$ cat config.mk
export PLATFORM = sky130hd
export DESIGN_NAME = dual_trit_arith_unit_core
export DESIGN_NICKNAME = d
export VERILOG_FILES = /design/src/rtl/dtau_pkg.sv /design/src/rtl/dual_trit_arith_unit_core.sv
export SDC_FILE = /design/constraint.sdc
export NUM_CORES = 1
export LEC_CHECK = 0
export BUFFER_PORTS_ARGS = -buffer_cell sky130_fd_sc_hd__clkbuf_2
export CAP_MARGIN = 20
export CORE_ASPECT_RATIO = 0.6
export CORE_MARGIN = 2
export CORE_UTILIZATION = 54
export CTS_BUF_LIST = sky130_fd_sc_hd__clkbuf_4 sky130_fd_sc_hd__clkbuf_8
export CTS_CLUSTER_SIZE = 28
export DETAILED_ROUTE_END_ITERATION = 10
export GPL_ROUTABILITY_DRIVEN = 0
export MAX_ROUTING_LAYER = met4
export PLACE_DENSITY = 0.78
export RECOVER_POWER = 100
export SLEW_MARGIN = 10
export SYNTH_ARGS = -nofsm -noshare
export SYNTH_HDL_FRONTEND = slang
export SYNTH_SLANG_ARGS = --single-unit
$ cat constraint.sdc
create_clock -name clk -period 3.1 [get_ports clk]
set_input_delay 0.155 -clock clk [delete_from_list [all_inputs] [get_ports clk]]
set_output_delay 0.155 -clock clk [all_outputs]
set_load 0.01 [all_outputs]
$ cat src/rtl/dtau_pkg.sv
package dtau_pkg;

	// Exponent codes: 3^0, 3^1, 3^-1. With direction zero, POS and NEG mean +inf and -inf.
	localparam logic [1:0] EXP_ZERO = 2'd0;
	localparam logic [1:0] EXP_POS  = 2'd1;
	localparam logic [1:0] EXP_NEG  = 2'd2;

	localparam logic [1:0] DIR_NONE = 2'd0;
	localparam logic [1:0] DIR_POS  = 2'd1;
	localparam logic [1:0] DIR_NEG  = 2'd2;

	localparam logic [1:0] OP_ADD = 2'd0;
	localparam logic [1:0] OP_SUB = 2'd1;
	localparam logic [1:0] OP_MUL = 2'd2;
	localparam logic [1:0] OP_DIV = 2'd3;

	// Scaled magnitudes: values are held as three times their true value.
	localparam logic [4:0] SCALED_ONE   = 5'd1;
	localparam logic [4:0] SCALED_THREE = 5'd3;
	localparam logic [4:0] SCALED_NINE  = 5'd9;

	typedef struct packed {
		logic [1:0] req_type;
		logic [1:0] a_exponent;
		logic [1:0] a_direction;
		logic [1:0] b_exponent;
		logic [1:0] b_direction;
	} req_t;

	typedef struct packed {
		logic [1:0] result_exponent;
		logic [1:0] result_direction;
		logic       divide_by_zero;
	} res_t;

endpackage

$ cat src/rtl/dual_trit_arith_unit_core.sv
// Channel   Handshake        Payload   Notes
// request   start, busy      req       transfer when start is high and busy is low
// result    done             result    valid for one cycle, cannot be held off
//
// One operation per clock cycle; busy is never raised.
// A result reaches the result ports after its request transfer and is taken at the edge
// that ends the cycle it is shown in: the request register holds the operands, the result
// register holds the answer.
// Reset clears the stage valid flags only; no result is produced during reset.
// The receiver cannot stall, so nothing ever waits inside the unit.
module dual_trit_arith_unit_core
	import dtau_pkg::*;
(
	input  logic clk,
	input  logic arst_n,
	input  logic start,
	output logic busy,
	input  req_t req,
	output logic done,
	output res_t result
);

	req_t req_s1;
	logic valid_s1;
	res_t result_q;
	logic done_q;

	logic [1:0] ae, ad, be, bd;
	logic a_zero, b_zero, a_spec, b_spec, a_neg, b_neg, prod_neg;
	logic signed [4:0] a_scaled, b_scaled;
	logic signed [5:0] sum;
	logic [5:0] sum_mag;
	logic sum_neg;
	logic signed [1:0] a_ev, b_ev;
	logic signed [2:0] ev;
	logic [1:0] re, rd;
	logic dz;

	assign busy = 1'b0;

	always_ff @(posedge clk or negedge arst_n) begin
		if (!arst_n) begin
			valid_s1 <= 1'b0;
			done_q   <= 1'b0;
		end else begin
			valid_s1 <= start && !busy;
			done_q   <= valid_s1;
		end
	end

	always_ff @(posedge clk) begin
		if (start && !busy) begin
			req_s1 <= req;
		end
		if (valid_s1) begin
			result_q <= '{result_exponent: re, result_direction: rd, divide_by_zero: dz};
		end
	end

	// Operand decode; a code of three reads as zero.
	always_comb begin
		ae = (req_s1.a_exponent == 2'd3) ? EXP_ZERO : req_s1.a_exponent;
		ad = (req_s1.a_direction == 2'd3) ? DIR_NONE : req_s1.a_direction;
		be = (req_s1.b_exponent == 2'd3) ? EXP_ZERO : req_s1.b_exponent;
		bd = (req_s1.b_direction == 2'd3) ? DIR_NONE : req_s1.b_direction;

		a_zero = (ad == DIR_NONE) && (ae == EXP_ZERO);
		b_zero = (bd == DIR_NONE) && (be == EXP_ZERO);
		a_spec = (ad == DIR_NONE) && (ae != EXP_ZERO);
		b_spec = (bd == DIR_NONE) && (be != EXP_ZERO);
		a_neg  = a_spec ? (ae == EXP_NEG) : (ad == DIR_NEG);
		b_neg  = b_spec ? (be == EXP_NEG) : (bd == DIR_NEG);
		prod_neg = a_neg ^ b_neg;

		a_ev = (ae == EXP_POS) ? 2'sd1 : ((ae == EXP_NEG) ? -2'sd1 : 2'sd0);
		b_ev = (be == EXP_POS) ? 2'sd1 : ((be == EXP_NEG) ? -2'sd1 : 2'sd0);
	end

	// Values times three, with infinity counted as nine.
	always_comb begin
		logic [4:0] a_mag, b_mag;
		if (a_zero) begin
			a_mag = '0;
		end else if (a_spec) begin
			a_mag = SCALED_NINE;
		end else begin
			a_mag = (ae == EXP_NEG) ? SCALED_ONE : ((ae == EXP_POS) ? SCALED_NINE : SCALED_THREE);
		end
		if (b_zero) begin
			b_mag = '0;
		end else if (b_spec) begin
			b_mag = SCALED_NINE;
		end else begin
			b_mag = (be == EXP_NEG) ? SCALED_ONE : ((be == EXP_POS) ? SCALED_NINE : SCALED_THREE);
		end
		a_scaled = a_neg ? -$signed(a_mag) : $signed(a_mag);
		b_scaled = b_neg ? -$signed(b_mag) : $signed(b_mag);
	end

	always_comb begin
		if (req_s1.req_type == OP_SUB) begin
			sum = 6'(a_scaled) - 6'(b_scaled);
		end else begin
			sum = 6'(a_scaled) + 6'(b_scaled);
		end
		sum_neg = sum[5];
		sum_mag = sum_neg ? 6'(-sum) : 6'(sum);
		ev = (req_s1.req_type == OP_DIV) ? 3'(a_ev) - 3'(b_ev) : 3'(a_ev) + 3'(b_ev);
	end

	always_comb begin
		re = EXP_ZERO;
		rd = DIR_NONE;
		dz = 1'b0;
		unique case (req_s1.req_type)
			OP_ADD, OP_SUB: begin
				// Nearest scaled table entry, ties away from zero; nine or more is infinity.
				if (sum_mag >= 6'd9) begin
					re = sum_neg ? EXP_NEG : EXP_POS;
				end else if (sum_mag != 6'd0) begin
					rd = sum_neg ? DIR_NEG : DIR_POS;
					if (sum_mag == 6'd1) begin
						re = EXP_NEG;
					end else if (sum_mag <= 6'd5) begin
						re = EXP_ZERO;
					end else begin
						re = EXP_POS;
					end
				end
			end
			OP_MUL, OP_DIV: begin
				if (req_s1.req_type == OP_DIV && b_zero) begin
					dz = 1'b1;
				end else if (a_zero || (req_s1.req_type == OP_MUL && b_zero)) begin
					re = EXP_ZERO;
				end else if (req_s1.req_type == OP_DIV && a_spec && b_spec) begin
					rd = prod_neg ? DIR_NEG : DIR_POS;
				end else if (req_s1.req_type == OP_DIV && b_spec) begin
					re = EXP_ZERO;
				end else if (a_spec || b_spec || ev > 3'sd1) begin
					re = prod_neg ? EXP_NEG : EXP_POS;
				end else if (ev >= -3'sd1) begin
					re = (ev == 3'sd1) ? EXP_POS : ((ev == -3'sd1) ? EXP_NEG : EXP_ZERO);
					rd = prod_neg ? DIR_NEG : DIR_POS;
				end
			end
			default: begin
				re = EXP_ZERO;
			end
		endcase
	end

	assign done   = done_q;
	assign result = result_q;

`ifndef SYNTHESIS
	a_stage_to_done: assert property (@(posedge clk) disable iff (!arst_n)
		valid_s1 |=> done)
		else $error("request stage did not produce a result");

	a_dz_gives_zero: assert property (@(posedge clk) disable iff (!arst_n)
		(done && result.divide_by_zero) |->
			(result.result_exponent == EXP_ZERO && result.result_direction == DIR_NONE))
		else $error("divide by zero result is not zero");

	a_codes_legal: assert property (@(posedge clk) disable iff (!arst_n)
		done |-> (result.result_exponent != 2'd3 && result.result_direction != 2'd3))
		else $error("result carries an unused code");
`endif

endmodule

==> metrics.md <==
| Metric | Value |
|---|---|
| Worst slew margin | a little under three fifths |
| Clock buffer depth | 2 |
| Top cell type by total area after synthesis | edfxtp_1 |
| Crit-path max FO | 5 |
| Clock sink count | 17 |
| Mapped Nets | a little under 200 |
| Drt via density | 6.73 |
| Share of Yosys cell area claimed by the top area cell type | about 29% |
| Final hold vios | 0 |
| Top-count cell post-synth | ha_1 |
| Router iterations before antenna repair | 7 |
| Post-synth top cells | 19 x ha_1, 15 x edfxtp_1, 14 x nor2_1 |
| Clock skew | between 0.002 and 0.003 ns |
| Min Clock Period, post-route | about 3.6 ns |
| Endpoint class of the critical path | flip-flop |
| Leak Pwr | between 1 and 1.5 nW |
| Met1 wire length | about 2600 um |
| Inst Count DP | ~250 |
| PortBufs | 18 |
| Global-route wire length before repair | 8510 um |
| Initial drt markers | ~220 |
| Cell Count, Final, Fillers Out | between 200 and 300 |
| Starting Density | between 50% and 60% |
| Total design power | ~0.0024 W |
| CTS tree | done |
| Fin Setup TNS | -1.91 ns |
| Slew Viols, Final | 0 |
| YS warnings | 0 |
| Met2 routed WL | 2970 um |
| Nets | 264 |
| Cell area after synthesis | 1580 um^2 |
| Top Layer Used | met4 |
| Die height | 45.9 um |
| Register area share after synthesis | a little under a third |
| Clock edge transition at the registers on the reported setup and hold paths | around 0.060 ns |
| RSZ-0062 raised after global routing | true |
| Average wire per standard cell | about 25 um |
| Register bit count reported by yosys | 17 |
| Synth cell types | 48 |
| Status | complete, but fails checks |
| IO Count | 20 |
| Ant diodes | 0 |
| GRT Total Usage | between 30% and 40% |
| Worst Path Arrival | around 3.6 ns |
| DP HPWL | 3200 um |
| Initial antenna violation count | 0 |
| Routed WL | 6820 um |
| Power density cells | about 930 nW/um^2 |
| Layout area overhead | 61.8% |
| Largest net degree at the start of global routing | 12 |
| Vias in the first global route | 1784 |
| Cell count after synthesis | 162 |
| Peak VDD IR | 0.739 mV |
| Synth area leaders | edfxtp_1 29%, ha_1 15%, xnor2_1 5.0% |
| DRC viols | 0 |
| Total vias in the final route | 1825 |
| H-tree depth | 1 |
| Worst Path Class, Setup | reg -> reg |
| DP Area | roughly 2000 um^2 |
| Die ar. | 3390 um^2 |
| Number of synthesized flops with an enable pin | 15 |
| Startpoint types | flip-flop |
| Share of cells above drive strength 1 | a little under three fifths |
| Core outline area | 2830 um^2 |
| Fill cells | between 100 and 150 |
| CTS Buf Count | 3 |
| # rows | 15 |
| Critical path required time | between 3 and 4 ns |
| Max-cap violations | 0 |
| Worst skew pair latency | approximately 0.26 ns |
| Fmax | 278 MHz |
| Syn Area/Cell | approximately 9.8 um^2 |
| Violated checks | setup timing |
| Grt total ovfl | 0 |
| # setup viols final | 4 |
| Synth Flop Type | edfxtp_1 |
| Hold Path Class | in -> reg |
| Final core utilization | 90.2% |
| Post-synthesis async set-or-reset flop share | a little under an eighth |
| Post-route ant nets | 0 |
| Setup WS post-layout | -0.497 ns |
| Die Width | 73.8 um |
| Fin crit share | 116% |
| Worst Max-Slew Pin Slew | between 0.6 and 0.7 ns |
| Met3 wire len | between 800 and 900 um |
| Finished Cell Area | 2560 um^2 |
| CTS root buf | clkbuf_8 |
per-layer routing:
layer | vias to the layer above | track usage (%)
li1 | 717 | -
met1 | 846 | 42.1
met3 | 57 | 9.96
met2 | 205 | 56.6
met4 | 0 | 20.0
met5 | - | -
where the power goes:
part           leakage, nW  total [W]  switching, W  internal [W]
Clock               0.0262   0.000176     0.0000758      0.000100
Sequential           0.169   0.000310     0.0000152      0.000295
Combinational        0.867    0.00188       0.00101      0.000878
repair_timing:
| item | in CTS | in global routing |
|---|---|---|
| gates resized for setup | 47 | 23 |
| buffers inserted | 13 | 4 |
| pin swaps | 26 | 14 |
| hold endpoints to repair | 2 | 0 |
| hold buffers | 1 | 0 |
| endpoints found under the setup margin | 4 | 4 |
critical path: stages, from the launching register on:
cell	delay [ns]
edfxtp_1	0.43
ha_4	0.20
xnor2_1	0.20
buf_4	0.19
a22oi_1	0.40
ha_4	0.32
xnor2_4	0.29
buf_4	0.22
nand2_4	0.08
nor3_1	0.33
o31a_1	0.23
buf_4	0.16
o311a_1	0.20
o32ai_2	0.09
final cells by class:
class	instances	area, um^2	share of cell area, %
well taps	42	52.6	2.05
inverters	13	51.3	2.01
clock buffers	4	48.8	1.91
multi-input cells	129	1420	55.4
flip-flops and latches	17	500	19.6
repair buffers	66	487	19.0
cells by family after synthesis:
logic type,share of synthesized area (%)
DFF,31.7
xor gates and xnor gates,8.23
buffers and inverters,4.51
and+or+nand+nor,17.4
adders and majority gates,17.6
AOI/OAI and AO/OA,17.8
other,0.237
muxes,2.53
cells in the final DEF, fill, tap and decap left out, types with 7 or more instances in the layout:
cell and instances:
nor2_1 9, edfxtp_1 15, clkbuf_2 10, a21oi_1 7
xnor2_1 7, ha_1 10, inv_1 8, buf_4 40
clkbuf_1 8, ha_4 9
sequential cells by signal, indices dropped and copies added (netlist names):
signal / count
result: 5
done: 1
valid_s1: 1
req_s1: 10
worst paths after layout:
kind	startpoint	endpoint	slack (ns)	cells after the start
max in group asynchronous	arst_n	valid_s1$_DFF_PN0_	2.78	2
max reg2reg	req_s1[3]$_DFFE_PP_	result[3]$_DFFE_PP_	-0.50	13
min	req[2]	req_s1[2]$_DFFE_PP_	0.07	1
max	req_s1[3]$_DFFE_PP_	result[3]$_DFFE_PP_	-0.50	13
min in group asynchronous	arst_n	done$_DFF_PN0_	0.20	2
min reg2reg	valid_s1$_DFF_PN0_	done$_DFF_PN0_	0.54	0
metrics by stage:
stage          worst slack, ns  hold slack [ns]
2_1_floorplan          -0.0623           -0.141
3_3_place_gp            -0.155          -0.0603
3_5_place_dp            -0.407          -0.0581
4_1_cts                 -0.116           0.0716
5_1_grt                 -0.603           0.0655
6_report                -0.497           0.0704
(Power assumes the default switching activity.)
